[config.mk]
export PLATFORM = sky130hd
export DESIGN_NAME = dma_disk_controller
export DESIGN_NICKNAME = d
export VERILOG_FILES = /design/src/ddc_pkg.sv /design/src/ddc_front.sv /design/src/ddc_back.sv /design/src/dma_disk_controller.sv
export SDC_FILE = /design/constraint.sdc
export NUM_CORES = 1
export LEC_CHECK = 0
export BUFFER_PORTS_ARGS = -buffer_cell sky130_fd_sc_hd__clkbuf_2
export CAP_MARGIN = 40
export CORE_MARGIN = 2
export CORE_UTILIZATION = 52
export DETAILED_ROUTE_END_ITERATION = 6
export PLACE_DENSITY = 0.82
export SLEW_MARGIN = 5
export SYNTH_ARGS = -nofsm -noshare
export SYNTH_HDL_FRONTEND = slang
export SYNTH_HIERARCHICAL = 1
export SYNTH_SLANG_ARGS = --single-unit
export TNS_END_PERCENT = 1
[constraint.sdc]
create_clock -name clk -period 28.7 [get_ports clk]
set_clock_uncertainty 0.15 [all_clocks]
set_input_delay 4.305 -clock clk [delete_from_list [all_inputs] [get_ports clk]]
set_output_delay 4.305 -clock clk [all_outputs]
set_load 0.1 [all_outputs]
[src/ddc_pkg.sv]
`timescale 1ns / 1ps
// ----------------------------------------------------------------------------
// ddc_pkg
// Shared types and constants of the sector DMA disk controller.
// ----------------------------------------------------------------------------
package ddc_pkg;

  localparam int SECTOR_BYTES = 512;

  localparam int DATA_W   = 64;
  localparam int CNT_W    = 32;
  localparam int SECT_W   = 31;
  localparam int CAP_W    = 31;
  localparam int APB_DW   = 32;
  localparam int APB_AW   = 3;

  localparam int CMDQ_DEPTH = 2;
  localparam int CMDQ_AW    = $clog2(CMDQ_DEPTH);
  localparam int CMDQ_CW    = $clog2(CMDQ_DEPTH + 1);
  localparam int RESQ_DEPTH = 2;
  localparam int RESQ_AW    = $clog2(RESQ_DEPTH);
  localparam int RESQ_CW    = $clog2(RESQ_DEPTH + 1);

  // control register bit positions; STRT reads as zero
  localparam int CTL_IEN  = 0;
  localparam int CTL_WRT  = 1;
  localparam int CTL_STRT = 2;
  localparam int CTL_BUSY = 3;
  localparam int CTL_ERR  = 4;

  // configuration register word index
  localparam logic [0:0] CFG_CAPACITY = 1'b0;

  typedef enum logic [1:0] {
    OP_READ      = 2'd0,
    OP_WRITE     = 2'd1,
    OP_XFER_OK   = 2'd2,
    OP_XFER_FAIL = 2'd3
  } op_t;

  typedef enum logic [2:0] {
    REG_CONTROL  = 3'd0,
    REG_COUNT    = 3'd1,
    REG_SECTOR   = 3'd2,
    REG_DMA_ADDR = 3'd3,
    REG_CAPACITY = 3'd4
  } reg_idx_t;

  typedef enum logic [2:0] {
    SEL_CONTROL,
    SEL_COUNT,
    SEL_SECTOR,
    SEL_ADDR,
    SEL_CAPACITY,
    SEL_NONE
  } reg_sel_t;

  typedef struct packed {
    op_t                 op;
    reg_sel_t            sel;
    logic [DATA_W-1:0]   data;
  } cmd_t;

  typedef struct packed {
    logic [DATA_W-1:0]   read_data;
    logic                sector_request;
    logic                request_is_write;
    logic [SECT_W-1:0]   request_sector;
    logic [DATA_W-1:0]   request_address;
    logic                interrupt_pulse;
    logic                busy_res;
    logic                error;
  } res_t;

endpackage

[src/ddc_front.sv]
`timescale 1ns / 1ps
// ----------------------------------------------------------------------------
// ddc_front
// Accepts input beats, decodes operation and register select, and holds the
// decoded commands in a short queue for the execution side.
// ----------------------------------------------------------------------------
module ddc_front (
  input  logic                          clk,
  input  logic                          rst_n,
  input  logic                          push,
  output logic                          full,
  input  logic [1:0]                    in_operation,
  input  logic [2:0]                    in_reg_index,
  input  logic [ddc_pkg::DATA_W-1:0]    in_write_data,
  output logic                          cmd_valid,
  output ddc_pkg::cmd_t                 cmd,
  input  logic                          cmd_pop
);

  ddc_pkg::cmd_t                 cmdq_r [ddc_pkg::CMDQ_DEPTH];
  logic [ddc_pkg::CMDQ_AW-1:0]   wr_ptr_r, wr_ptr_nxt;
  logic [ddc_pkg::CMDQ_AW-1:0]   rd_ptr_r, rd_ptr_nxt;
  logic [ddc_pkg::CMDQ_CW-1:0]   cnt_r, cnt_nxt;
  ddc_pkg::cmd_t                 dec;
  logic                          push_ok;
  logic                          pop_ok;

  // classify the incoming beat
  always_comb begin
    dec.op   = ddc_pkg::op_t'(in_operation);
    dec.data = in_write_data;
    case (ddc_pkg::reg_idx_t'(in_reg_index))
      ddc_pkg::REG_CONTROL:  dec.sel = ddc_pkg::SEL_CONTROL;
      ddc_pkg::REG_COUNT:    dec.sel = ddc_pkg::SEL_COUNT;
      ddc_pkg::REG_SECTOR:   dec.sel = ddc_pkg::SEL_SECTOR;
      ddc_pkg::REG_DMA_ADDR: dec.sel = ddc_pkg::SEL_ADDR;
      ddc_pkg::REG_CAPACITY: dec.sel = ddc_pkg::SEL_CAPACITY;
      default:               dec.sel = ddc_pkg::SEL_NONE;
    endcase
  end

  assign full      = (cnt_r == ddc_pkg::CMDQ_CW'(ddc_pkg::CMDQ_DEPTH));
  assign cmd_valid = (cnt_r != '0);
  assign cmd       = cmdq_r[rd_ptr_r];
  assign push_ok   = push && !full;
  assign pop_ok    = cmd_pop && cmd_valid;

  always_comb begin
    wr_ptr_nxt = wr_ptr_r;
    rd_ptr_nxt = rd_ptr_r;
    cnt_nxt    = cnt_r;
    if (push_ok) begin
      wr_ptr_nxt = (wr_ptr_r == ddc_pkg::CMDQ_AW'(ddc_pkg::CMDQ_DEPTH - 1)) ?
                   '0 : wr_ptr_r + 1'b1;
    end
    if (pop_ok) begin
      rd_ptr_nxt = (rd_ptr_r == ddc_pkg::CMDQ_AW'(ddc_pkg::CMDQ_DEPTH - 1)) ?
                   '0 : rd_ptr_r + 1'b1;
    end
    if (push_ok && !pop_ok) begin
      cnt_nxt = cnt_r + 1'b1;
    end else if (pop_ok && !push_ok) begin
      cnt_nxt = cnt_r - 1'b1;
    end
  end

  always_ff @(posedge clk) begin
    if (!rst_n) begin
      wr_ptr_r <= '0;
      rd_ptr_r <= '0;
      cnt_r    <= '0;
    end else begin
      wr_ptr_r <= wr_ptr_nxt;
      rd_ptr_r <= rd_ptr_nxt;
      cnt_r    <= cnt_nxt;
    end
  end

  always_ff @(posedge clk) begin
    if (push_ok) begin
      cmdq_r[wr_ptr_r] <= dec;
    end
  end

endmodule

[src/ddc_back.sv]
`timescale 1ns / 1ps
// ----------------------------------------------------------------------------
// ddc_back
// Executes decoded commands against the controller registers and queues one
// result beat per command.
// ----------------------------------------------------------------------------
module ddc_back (
  input  logic                          clk,
  input  logic                          rst_n,
  input  logic [ddc_pkg::CAP_W-1:0]     capacity,
  input  logic                          cmd_valid,
  input  ddc_pkg::cmd_t                 cmd,
  output logic                          cmd_pop,
  output logic                          empty,
  input  logic                          pop,
  output ddc_pkg::res_t                 res
);

  logic                          ien_r, ien_nxt;
  logic                          wrt_r, wrt_nxt;
  logic                          busy_r, busy_nxt;
  logic                          err_r, err_nxt;
  logic [ddc_pkg::CNT_W-1:0]     count_r, count_nxt;
  logic [ddc_pkg::CNT_W-1:0]     sector_r, sector_nxt;
  logic [ddc_pkg::DATA_W-1:0]    addr_r, addr_nxt;

  ddc_pkg::res_t                 resq_r [ddc_pkg::RESQ_DEPTH];
  logic [ddc_pkg::RESQ_AW-1:0]   wr_ptr_r, wr_ptr_nxt;
  logic [ddc_pkg::RESQ_AW-1:0]   rd_ptr_r, rd_ptr_nxt;
  logic [ddc_pkg::RESQ_CW-1:0]   cnt_r, cnt_nxt;

  ddc_pkg::res_t                 r;
  logic                          exec;
  logic                          out_pop;
  logic                          start_ok;
  logic [ddc_pkg::CNT_W:0]       range_end;
  logic [ddc_pkg::CNT_W-1:0]     cap_ext;
  logic [ddc_pkg::CNT_W-1:0]     count_dec;

  assign out_pop = pop && !empty;
  assign empty   = (cnt_r == '0);
  assign exec    = cmd_valid &&
                   ((cnt_r != ddc_pkg::RESQ_CW'(ddc_pkg::RESQ_DEPTH)) || out_pop);
  assign cmd_pop = exec;
  assign res     = resq_r[rd_ptr_r];

  // start is legal only when count is nonzero and the whole range lies on the disk
  assign cap_ext   = {1'b0, capacity};
  assign range_end = {1'b0, sector_r} + {1'b0, count_r};
  assign start_ok  = (cap_ext != '0) && (count_r != '0) && (sector_r < cap_ext) &&
                     (range_end <= {1'b0, cap_ext});
  assign count_dec = (count_r != '0) ? count_r - 1'b1 : count_r;

  always_comb begin
    ien_nxt    = ien_r;
    wrt_nxt    = wrt_r;
    busy_nxt   = busy_r;
    err_nxt    = err_r;
    count_nxt  = count_r;
    sector_nxt = sector_r;
    addr_nxt   = addr_r;
    r          = '0;
    if (exec) begin
      case (cmd.op)
        ddc_pkg::OP_READ: begin
          case (cmd.sel)
            ddc_pkg::SEL_CONTROL: begin
              r.read_data[ddc_pkg::CTL_IEN]  = ien_r;
              r.read_data[ddc_pkg::CTL_WRT]  = wrt_r;
              r.read_data[ddc_pkg::CTL_BUSY] = busy_r;
              r.read_data[ddc_pkg::CTL_ERR]  = err_r;
            end
            ddc_pkg::SEL_COUNT:    r.read_data = ddc_pkg::DATA_W'(count_r);
            ddc_pkg::SEL_SECTOR:   r.read_data = ddc_pkg::DATA_W'(sector_r);
            ddc_pkg::SEL_ADDR:     r.read_data = addr_r;
            ddc_pkg::SEL_CAPACITY: r.read_data = ddc_pkg::DATA_W'(capacity);
            default:               r.read_data = '0;
          endcase
        end
        ddc_pkg::OP_WRITE: begin
          if (!busy_r) begin
            case (cmd.sel)
              ddc_pkg::SEL_CONTROL: begin
                ien_nxt = cmd.data[ddc_pkg::CTL_IEN];
                wrt_nxt = cmd.data[ddc_pkg::CTL_WRT];
                if (cmd.data[ddc_pkg::CTL_STRT] && start_ok) begin
                  busy_nxt               = 1'b1;
                  err_nxt                = 1'b0;
                  r.sector_request       = 1'b1;
                  r.request_is_write     = cmd.data[ddc_pkg::CTL_WRT];
                  r.request_sector       = sector_r[ddc_pkg::SECT_W-1:0];
                  r.request_address      = addr_r;
                end
              end
              ddc_pkg::SEL_COUNT:  count_nxt  = cmd.data[ddc_pkg::CNT_W-1:0];
              ddc_pkg::SEL_SECTOR: sector_nxt = cmd.data[ddc_pkg::CNT_W-1:0];
              ddc_pkg::SEL_ADDR:   addr_nxt   = cmd.data;
              default: ;
            endcase
          end
        end
        ddc_pkg::OP_XFER_OK: begin
          if (busy_r) begin
            if (count_r != '0) begin
              addr_nxt   = addr_r + ddc_pkg::DATA_W'(ddc_pkg::SECTOR_BYTES);
              count_nxt  = count_dec;
              sector_nxt = sector_r + 1'b1;
            end
            if (count_dec != '0) begin
              r.sector_request   = 1'b1;
              r.request_is_write = wrt_r;
              r.request_sector   = sector_nxt[ddc_pkg::SECT_W-1:0];
              r.request_address  = addr_nxt;
            end else begin
              busy_nxt          = 1'b0;
              r.interrupt_pulse = ien_r;
            end
          end
        end
        ddc_pkg::OP_XFER_FAIL: begin
          if (busy_r) begin
            err_nxt           = 1'b1;
            busy_nxt          = 1'b0;
            r.interrupt_pulse = ien_r;
          end
        end
        default: ;
      endcase
      r.busy_res = busy_nxt;
      r.error    = err_nxt;
    end
  end

  always_comb begin
    wr_ptr_nxt = wr_ptr_r;
    rd_ptr_nxt = rd_ptr_r;
    cnt_nxt    = cnt_r;
    if (exec) begin
      wr_ptr_nxt = (wr_ptr_r == ddc_pkg::RESQ_AW'(ddc_pkg::RESQ_DEPTH - 1)) ?
                   '0 : wr_ptr_r + 1'b1;
    end
    if (out_pop) begin
      rd_ptr_nxt = (rd_ptr_r == ddc_pkg::RESQ_AW'(ddc_pkg::RESQ_DEPTH - 1)) ?
                   '0 : rd_ptr_r + 1'b1;
    end
    if (exec && !out_pop) begin
      cnt_nxt = cnt_r + 1'b1;
    end else if (out_pop && !exec) begin
      cnt_nxt = cnt_r - 1'b1;
    end
  end

  always_ff @(posedge clk) begin
    if (!rst_n) begin
      ien_r    <= 1'b0;
      wrt_r    <= 1'b0;
      busy_r   <= 1'b0;
      err_r    <= 1'b0;
      count_r  <= '0;
      sector_r <= '0;
      addr_r   <= '0;
      wr_ptr_r <= '0;
      rd_ptr_r <= '0;
      cnt_r    <= '0;
    end else begin
      ien_r    <= ien_nxt;
      wrt_r    <= wrt_nxt;
      busy_r   <= busy_nxt;
      err_r    <= err_nxt;
      count_r  <= count_nxt;
      sector_r <= sector_nxt;
      addr_r   <= addr_nxt;
      wr_ptr_r <= wr_ptr_nxt;
      rd_ptr_r <= rd_ptr_nxt;
      cnt_r    <= cnt_nxt;
    end
  end

  always_ff @(posedge clk) begin
    if (exec) begin
      resq_r[wr_ptr_r] <= r;
    end
  end

`ifndef SYNTHESIS
  // a running command always has sectors left
  a_busy_has_count: assert property (@(posedge clk) disable iff (!rst_n)
    busy_r |-> (count_r != '0))
    else $error("busy with zero sector count");

  // a request leaves the controller busy
  a_req_keeps_busy: assert property (@(posedge clk) disable iff (!rst_n)
    (exec && r.sector_request) |=> busy_r)
    else $error("sector request without busy");

  // an interrupt only marks the end of a running command
  a_irq_ends_cmd: assert property (@(posedge clk) disable iff (!rst_n)
    (exec && r.interrupt_pulse) |-> (busy_r && ien_r) ##1 !busy_r)
    else $error("interrupt outside command end");

  // result queue never overflows
  a_resq_bound: assert property (@(posedge clk) disable iff (!rst_n)
    cnt_r <= ddc_pkg::RESQ_CW'(ddc_pkg::RESQ_DEPTH))
    else $error("result queue overflow");
`endif

endmodule

[src/dma_disk_controller.sv]
`timescale 1ns / 1ps
// ----------------------------------------------------------------------------
// dma_disk_controller
// Sector DMA disk controller: register access and sector event handling.
// ----------------------------------------------------------------------------
// Usage:
//   Input queue (push/full): one beat is a bus register read, a register
//   write, or a sector done / sector failed report from the transfer engine.
//   Result queue (empty/pop): exactly one result beat per input beat, in
//   order: read data, any new sector request, interrupt pulse, BUSY and ERR.
//   APB port: capacity register (sectors on the disk) at byte address 0.
// Flow: an accepted beat is registered in the command queue, executed
//   from its head, and its result is registered in the result queue.
// Throughput: one beat per cycle while the result queue drains; the register
//   update in the execution stage is combinational. A two-entry command queue
//   and a two-entry result queue sit on either side of it.
// Reset: all registers and both queues clear; no clearing pass.
// Stall: when pop stays low the result queue fills, execution stops, then
//   the command queue fills and full rises. Nothing is dropped.
// ----------------------------------------------------------------------------
module dma_disk_controller (
  input  logic                          clk,
  input  logic                          rst_n,
  // input queue
  input  logic                          push,
  output logic                          full,
  input  logic [1:0]                    in_operation,
  input  logic [2:0]                    in_reg_index,
  input  logic [63:0]                   in_write_data,
  // result queue
  output logic                          empty,
  input  logic                          pop,
  output logic [63:0]                   out_read_data,
  output logic                          out_sector_request,
  output logic                          out_request_is_write,
  output logic [30:0]                   out_request_sector,
  output logic [63:0]                   out_request_address,
  output logic                          out_interrupt_pulse,
  output logic                          out_busy_res,
  output logic                          out_error,
  // configuration
  input  logic                          psel,
  input  logic                          penable,
  input  logic                          pwrite,
  input  logic [ddc_pkg::APB_AW-1:0]    paddr,
  input  logic [ddc_pkg::APB_DW-1:0]    pwdata,
  output logic [ddc_pkg::APB_DW-1:0]    prdata,
  output logic                          pready
);

  logic [ddc_pkg::CAP_W-1:0]  capacity_r;
  logic                       cfg_wr;
  logic [0:0]                 cfg_word;
  logic                       cmd_valid;
  logic                       cmd_pop;
  ddc_pkg::cmd_t              cmd;
  ddc_pkg::res_t              res;

  assign pready   = 1'b1;
  assign cfg_word = paddr[2:2];
  assign cfg_wr   = psel && penable && pwrite && pready;
  assign prdata   = (cfg_word == ddc_pkg::CFG_CAPACITY) ?
                    ddc_pkg::APB_DW'(capacity_r) : '0;

  always_ff @(posedge clk) begin
    if (!rst_n) begin
      capacity_r <= '0;
    end else if (cfg_wr && (cfg_word == ddc_pkg::CFG_CAPACITY)) begin
      capacity_r <= pwdata[ddc_pkg::CAP_W-1:0];
    end
  end

  ddc_front u_front (
    .clk           (clk),
    .rst_n         (rst_n),
    .push          (push),
    .full          (full),
    .in_operation  (in_operation),
    .in_reg_index  (in_reg_index),
    .in_write_data (in_write_data),
    .cmd_valid     (cmd_valid),
    .cmd           (cmd),
    .cmd_pop       (cmd_pop)
  );

  ddc_back u_back (
    .clk       (clk),
    .rst_n     (rst_n),
    .capacity  (capacity_r),
    .cmd_valid (cmd_valid),
    .cmd       (cmd),
    .cmd_pop   (cmd_pop),
    .empty     (empty),
    .pop       (pop),
    .res       (res)
  );

  assign out_read_data        = res.read_data;
  assign out_sector_request   = res.sector_request;
  assign out_request_is_write = res.request_is_write;
  assign out_request_sector   = res.request_sector;
  assign out_request_address  = res.request_address;
  assign out_interrupt_pulse  = res.interrupt_pulse;
  assign out_busy_res         = res.busy_res;
  assign out_error            = res.error;

endmodule

After elaboration in Yosys (flattened, before gate mapping). Memories as Yosys holds them, arrays and structs flattened. A register that Yosys moved wholly into a read port is not among the register bits. Index checks and enable logic that the tools add are counted.

Flip-flop bits (word level): 171. Memory bits (writable): 466. Bits of input ports: 111. Output and inout port bits: 199. Word-level logic and storage cells: 150. Memories: 2.

Add/subtract/negate cells: 12. $lt $le $gt $ge: 2. Equal/unequal tests: 19. Muxes and demuxes: 60. Bitwise gates (word level): 2. Reductions and logical operators: 38.

Memory list: u_back.resq_r (depth 2, width 164, rd ports 1, clocked after Yosys merged registers in 1, wr ports 1, line ddc_back.sv:27) `ddc_pkg::res_t resq_r [ddc_pkg::RESQ_DEPTH];`; u_front.cmdq_r (depth 2, width 69, rd ports 1, clocked after Yosys merged registers in 1, wr ports 1, line ddc_front.sv:20) `ddc_pkg::cmd_t cmdq_r [ddc_pkg::CMDQ_DEPTH];`.

Operators by type and width (count): $mux W97 (4); $mux W64 (5); $mux W32 (9); $pmux W59 S4 (1); $pmux W97 S2 (1); $mux W164 (1); $pmux W32 S2 (2); $pmux W64 S2 (1); $mux W98 (1); $reduce_bool A32 Y1 (3); $add A64 B10 Y64 const B (1); $add A32 B32 Y33 (1); $le A33 B31 Y1 (1); $add A32 B1 Y32 const B (1); $lt A32 B31 Y1 (1); $sub A32 B1 Y32 const B (1); $mux W31 (1); $mux W1 (23); $pmux W2 S5 (2); $logic_and A1 B1 Y1 (15); $pmux W3 S5 (1); $eq A3 B2 Y1 const B (4); $reduce_and A6 Y1 (2); $ne A2 B2 Y1 const B (5); 20 further kinds (46).

Longest topological paths before layout. Gate-level depths: netlist of the first run.

Depth after elaboration: 10. Mapped depth: 23. Depth with buffers taken out: 21.

Hierarchy. Netlist of the first run, hierarchy kept.

By module, submodules not included: ddc_back (times used 1, cells an instance 2736, area an instance 26983.4 um^2, seq. area each 12592.1 um^2); ddc_front (times used 1, cells an instance 243, area an instance 5271.3 um^2, seq. area each 4244.1 um^2); dma_disk_controller (times used 1, cells an instance 174, area an instance 1502.7 um^2, seq. area each 620.6 um^2).

Worst setup path before layout of the first run. OpenSTA, ideal clock, no wires.

Kind: input -> register. Start point: input pop. End point: memory u_back/resq_r[0][0] (netlist name) (enable). Library setup time: 0.691 ns. Arrival: 11.235 ns. Required time: 27.859 ns. Path slack: 16.625 ns. Cell stages on the path: 2. Path buffers: 0. Path through: o31ai_1 nor2_1.

Word-level cells in the longest chain between the ends: 5.

Ends and longest elaborated chain: from (decl) (line dma_disk_controller.sv:32) `input logic pop,`; $logic_and A1 B1 Y1 (line ddc_back.sv:40) `assign out_pop = pop && !empty;`; $logic_or A1 B1 Y1 (line ddc_back.sv:43) `((cnt_r != ddc_pkg::RESQ_CW'(ddc_pkg::RESQ_DEPTH)) || out_pop);`; $logic_and A1 B1 Y1 (line ddc_back.sv:42) `assign exec = cmd_valid &&`; $mux W1 (line ddc_back.sv:180) `if (exec) begin`; $mux W1 (not written as such) (line ddc_back.sv:181) `resq_r[wr_ptr_r] <= r;`; to (decl) (line ddc_back.sv:27).

No other way between the ends.

Final worst setup path of the first run.
Start point: input paddr[2] (netlist name). End point: output prdata[28] (netlist name).

Word-level cells in the longest chain between the ends: 1.

Ends and longest elaborated chain: from (decl) (line dma_disk_controller.sv:45) `input logic [ddc_pkg::APB_AW-1:0] paddr,`; $mux W31 (line dma_disk_controller.sv:62) `assign prdata = (cfg_word == ddc_pkg::CFG_CAPACITY) ?`; to (decl) (line dma_disk_controller.sv:47) `output logic [ddc_pkg::APB_DW-1:0] prdata,`.

No other way between the ends.

==> run_results.csv, run 1 <==
group,metric,value,unit
pwr,total_leakage_power,14.0,nW
grt,grt_pass1_wl,156,mm
floorplan,die_area,67000,sq um
yosys,synthFlopType,"edfxtp_1",
timing,slew_viol_final,0,
drt,drt_wl_total,107,mm
drt,drt_iter0_markers,4057,
finish,drive_gt1_share,22.1,%
yosys,synthTopCellsByArea,"edfxtp_1 (41%), dfxtp_1 (10%), mux2_2 (7.4%)",
finish,fin_cells,4292,
yosys,synth.avg_cell_area,10.7,sq um
yosys,synthTopCellsByCount,"edfxtp_1 (466), nand2_1 (266), mux2_2 (223)",
floorplan,num_io_pins,310,
flow_run,maxCapViolCount,0,
critical_path,required,24.25,ns
clock_tree,numCtsBuffers,70,
timing,slew_headroom,37.0,%
timing,finalSetupTns,0,ns
critical_path,crit_top_cell,"clkbuf_2",
timing,timing.fmax,101,MHz
worst_hold_path,min_path_type,"register to register",
placement,place_congestion,1.03,
timing,rsz0062_at_grt,"false",
grt,grt_max_degree,90,
finish,areaGrowthSynthToFinish,14.0,%
placement,dpl.cell_count,4160,
clock_tree,htreeDepth,3,
yosys,yosysMostFrequentCell,"edfxtp_1",
timing,period_minus_slack,9.89,ns
critical_path,worst-path-buf-inv,2,
floorplan,die_h,259,um
yosys,ys_ff_latch,639,
yosys,synth.top_cell.area_share,41.5,%
clock_tree,cts_tree,"built",
grt,antenna_found_initial,7,
clock_tree,cts-root-buf,"clkbuf_16",
clock_tree,cts_hold_buf,0,
placement,dp_hpwl,76.0,mm
outcome,status,"finished, violations left",
outcome,violations,"DRC",
clock_tree,clock_path_buffers,3,
pwr,p_per_area,103,nW/um^2
critical_path,crit_arrival,5.43,ns
grt,grt_use_total,30.9,%
drt,routed_via_density,6.37,
pwr,p_total,3.97,mW
critical_path,slowest_delay,0.44,ns
clock_tree,ctsResizeCount,0,
clock_tree,numClockSinks,639,
timing,worst_pin_slew,0.940,ns
finish,fillers,5175,
yosys,synth_warnings,6,
critical_path,critPathCaptureType,"output port",
timing,setup_violations,0,
timing,hold_violations,0,
floorplan,rows,93,
yosys,synth_enable_flop_cells,466,
yosys,synthArstFlopShare,0,%
clock_tree,clock_latency,0.63,ns
grt,overflow,0,
finish,fin_nets,3593,
yosys,synth_area,33800,sq um
drt,drc_errors,14,
critical_path,start_kind,"input pin",
floorplan,start_util,52.5,%
floorplan,die_w,259,um
yosys,synthCells,3153,
critical_path,worst-setup-path-type,"input pin to output port",
yosys,synth_cell_types,84,
drt,ant_nets,0,
floorplan,coreArea,64300,sq um
critical_path,crit_path_top_delay_cell,"clkbuf_2",
pwr,ir_worst_vdd,0.122,mV
clock_tree,cts_setup_buffers,0,
yosys,yosysTopAreaCell,"edfxtp_1",
critical_path,path_delay_family,"buffers and inverters",
timing,min_period_over_period,34.4,%
yosys,ys_seq_area_share,51.7,%
critical_path,cp_max_fo,32,
drt,first_pass_iters,7,
grt,grt_pass1_vias,24810,
placement,portBuffers,304,
drt,vias,27328,
clock_tree,clkSlewWorstSetupHoldPaths,0.06,ns
yosys,syn-num-nets,3368,
critical_path,crit_chain,"clkbuf_2 -> and2b_2 -> clkbuf_2",
drt,avgRoutedWirePerCell,24.9,um
logic make-up after synthesis:
logic type	after synthesis	share of synthesized area [%]
AOI/OAI and AO/OA	719	13.3
buffers and inverters	321	4.10
and+or+nand+nor	980	14.7
muxes	337	11.0
adders and majority gates	104	3.88
DFF	639	51.7
other	2	0.0222
xor gates and xnor gates	51	1.32
worst min-delay path, delay by kind of cell (launching register included):
kind               cells  cell delay, ns
AOI/OAI and AO/OA      1            0.05
DFF                    1            0.32
and+or+nand+nor        1            0.06
registers in the layout, summed over array words and instances, names as in the netlist, 2 cells and up, named ones only:
| signal | count |
|---|---|
| u_front/cmdq_r | 138 |
| u_back/count_r | 32 |
| u_back/cnt_r | 2 |
| u_front/cnt_r | 2 |
| u_back/sector_r | 32 |
| capacity_r | 31 |
| u_back/resq_r | 328 |
| u_back/addr_r | 64 |
report_power, final:
part / internal (mW) / leakage [nW] / switching (mW)
sequential: 1.19 / 5.82 / 0.0641
combinational: 0.378 / 7.07 / 1.43
clock: 0.535 / 1.10 / 0.373
cell type report:
cell class	instances	area (sq um)	share of cell area (%)
clock inverters	39	412	1.07
clock buffers	90	1900	4.94
diodes	2	5.00	0.0130
repair buffers	377	2280	5.92
flip-flops and latches	639	17500	45.4
well taps	855	1070	2.78
multi-input cells	2193	15000	38.9
inverters	97	368	0.956
path summary, 6_finish.rpt:
path	from	endpoint	slack [ns]	cells past startpoint
hold / removal	u_back/addr_r[38]$_SDFFE_PN0P_	u_back/addr_r[38]$_SDFFE_PN0P_	0.32	2
setup / recovery	paddr[2]	prdata[28]	18.81	3
hold reg to reg	u_back/addr_r[38]$_SDFFE_PN0P_	u_back/addr_r[38]$_SDFFE_PN0P_	0.32	2
setup reg to reg	u_back/count_r[13]$_SDFFE_PN0P_	u_back/resq_r[0][29]$_DFFE_PP_	20.74	20
through the flow:
step                      area [sq um]  worst slack (ns)  util [%]  hold WS, ns
after floorplan                  33800             16.62         -        0.300
after global placement           35800             18.85      55.7        0.307
after detailed placement         36200             18.82      56.2        0.315
after CTS                        38500             18.82      59.8        0.322
after global routing             38500             18.75      59.8        0.371
final                            38500             18.81      59.8        0.324
routing by layer:
layer | global-route usage [%] | part of all wire [%] | vias to the layer above
li1 | - | - | 12277
met1 | 44.5 | 41 | 13076
met3 | 8.57 | 13 | 288
met2 | 43.5 | 42 | 1681
met4 | 13.4 | 4.6 | 6
met5 | 0 | 0.039 | -
cells in the final DEF (no fill, tap or decap), types with 13 or more instances in the layout:
cell	synthesis	final
ha_1	103	102
a211oi_1	23	23
nand4_1	68	68
edfxtp_1	466	466
nand2b_1	13	13
nor2_1	159	155
a21oi_1	194	194
and3_1	30	29
clkbuf_16	0	73
nand3_1	110	110
o31ai_1	15	14
o21a_1	15	15
nor3_1	83	82
buf_4	3	58
mux2i_1	104	104
a31oi_1	90	89
dfxtp_1	173	171
o21ai_0	149	149
a21o_1	42	42
nor4_1	34	34
and4_1	14	14
inv_1	93	93
clkbuf_1	169	16
a22oi_1	73	73
and2_1	70	68
nand2_1	266	266
o22ai_1	24	24
xor2_1	22	22
or3_1	23	23
xnor2_1	29	29
mux2_2	223	223
clkbuf_2	0	303
nor2b_1	71	71
No activity file was read; power rests on OpenSTA's default activity.
==> run 2, diff against run 1 <==
==> constraint.sdc (replaced) <==
create_clock -name clk -period 9.6 [get_ports clk]
set_clock_uncertainty 0.15 [all_clocks]
set_input_delay 1.44 -clock clk [delete_from_list [all_inputs] [get_ports clk]]
set_output_delay 1.44 -clock clk [all_outputs]
set_load 0.1 [all_outputs]
==> run_results.csv, run 2 (synthesis results as in run 1) <==
group,metric,value,unit
finish,top_regs,"u_back/resq_r (328), u_front/cmdq_r (138), u_back/addr_r (64)",
finish,fin_nets,3584,
placement,place_congestion,1.04,
floorplan,coreArea,64300,sq um
grt,overflow,0,
critical_path,crit_arrival,7.61,ns
critical_path,required,9.78,ns
timing,min_period_over_period,77.3,%
clock_tree,clock_latency,0.62,ns
clock_tree,clkSlewWorstSetupHoldPaths,0.06,ns
pwr,p_per_area,307,nW/um^2
grt,antenna_found_initial,14,
drt,avgRoutedWirePerCell,24.9,um
floorplan,rows,93,
timing,worst_pin_slew,1.02,ns
floorplan,die_area,67000,sq um
timing,rsz0062_at_grt,"false",
clock_tree,cts_setup_buffers,0,
finish,largest_reg_flops,328,
clock_tree,htreeDepth,3,
timing,finalSetupTns,0,ns
timing,setup_violations,0,
floorplan,start_util,52.5,%
critical_path,slowest_delay,0.78,ns
placement,portBuffers,304,
critical_path,cp_max_fo,51,
floorplan,die_w,259,um
drt,first_pass_iters,7,
critical_path,worst-setup-path-type,"register to register",
clock_tree,clock_path_buffers,3,
floorplan,die_h,259,um
drt,drc_errors,0,
grt,grt_use_total,30.8,%
critical_path,critPathCaptureType,"register",
clock_tree,cts_hold_buf,0,
finish,areaGrowthSynthToFinish,13.7,%
clock_tree,ctsResizeCount,0,
grt,grt_pass1_wl,156,mm
timing,period_minus_slack,7.42,ns
critical_path,crit_chain,"ha_1 -> a21o_1 -> a21o_1 -> a2111oi_0 -> o2111ai_1 -> and3_1 -> or4b_2 -> a31o_2 -> a21oi_1 -> xnor2_1 -> ha_1 -> nand4_1 -> nor4_1 -> and3_1 -> o211ai_1 -> a2111oi_2 -> buf_4 -> buf_16 -> a31oi_1 -> o21ai_0",
grt,grt_max_degree,142,
pwr,total_leakage_power,13.9,nW
critical_path,start_kind,"register",
finish,mostFrequentLayoutCells,"edfxtp_1 (466), clkbuf_2 (303), nand2_1 (266)",
outcome,status,"finished, final reports clean",
drt,vias,27478,
timing,slew_viol_final,0,
finish,final_common_cell,"edfxtp_1",
finish,top_register,"u_back/resq_r",
floorplan,num_io_pins,310,
clock_tree,numClockSinks,639,
finish,final_area,38400,sq um
timing,hold_violations,0,
timing,timing.fmax,135,MHz
drt,routed_via_density,6.42,
flow_run,maxCapViolCount,0,
drt,ant_nets,0,
drt,drt_wl_total,107,mm
placement,dp_hpwl,75.7,mm
clock_tree,cts-root-buf,"clkbuf_16",
finish,drive_gt1_share,21.7,%
clock_tree,cts_tree,"built",
worst_hold_path,min_path_type,"register to register",
critical_path,crit_path_top_delay_cell,"a2111oi_0",
grt,grt_pass1_vias,24729,
timing,slew_headroom,31.7,%
clock_tree,numCtsBuffers,67,
drt,drt_iter0_markers,4302,
placement,place_area,36100,sq um
pwr,ir_worst_vdd,0.374,mV
==> run 2: per-layer routing <==
| metal | global-route usage (%) | part of all wire, % |
|---|---|---|
| met3 | 10.1 | 14 |
| met2 | 44.0 | 42 |
| met4 | 12.0 | 4.2 |
| met1 | 43.2 | 40 |
| met5 | 0 | 0.099 |
==> run 2: cell type report <==
class / instances / area [sq um]
Antenna cell: 5 / 12.5
Clock buffer: 96 / 1940
Clock inverter: 26 / 295
Fill cell: 5091 / 26000
Inverter: 97 / 368
Multi-Input combinational cell: 2193 / 15000
Sequential cell: 639 / 17500
Tap cell: 855 / 1070
Timing Repair Buffer: 371 / 2250
==> run 2: final timing paths <==
| path | start | cells past startpoint | slack [ns] | to |
|---|---|---|---|---|
| min reg2reg | u_back/addr_r[38]$_SDFFE_PN0P_ | 2 | 0.33 | u_back/addr_r[38]$_SDFFE_PN0P_ |
| min | u_back/addr_r[38]$_SDFFE_PN0P_ | 2 | 0.33 | u_back/addr_r[38]$_SDFFE_PN0P_ |
| max reg2reg | u_back/count_r[13]$_SDFFE_PN0P_ | 20 | 2.18 | u_back/resq_r[1][28]$_DFFE_PP_ |
| max | u_back/count_r[13]$_SDFFE_PN0P_ | 20 | 2.18 | u_back/resq_r[1][28]$_DFFE_PP_ |
==> run 2: per-stage QoR <==
step | setup slack [ns] | hold WS, ns | power, mW | cells | util [%]
2_1_floorplan | 0.390 | 0.300 | 8.04 | 3153 | -
3_3_place_gp | 2.49 | 0.309 | 9.01 | 4138 | 55.6
3_5_place_dp | 2.38 | 0.320 | 9.12 | 4155 | 56.2
4_1_cts | 2.36 | 0.326 | 11.8 | 4277 | 59.6
5_1_grt | 1.83 | 0.363 | 12.1 | 4279 | 59.6
6_report | 2.18 | 0.328 | 11.8 | 4282 | 59.7
==> run 2: critical path, delay by kind of cell, from the launching register on <==
| family | cells | cell delay, ns |
|---|---|---|
| xor gates and xnor gates | 1 | 0.09 |
| and+or+nand+nor | 5 | 1.65 |
| buffers and inverters | 2 | 0.76 |
| DFF | 1 | 0.61 |
| adders and majority gates | 2 | 0.69 |
| AOI/OAI and AO/OA | 10 | 3.13 |
==> run 2: report_power, final <==
part	switching [mW]	internal (mW)	total, mW
clock network	1.09	1.55	2.65
registers	0.198	3.55	3.75
logic	4.29	1.11	5.41
total	5.58	6.22	11.8
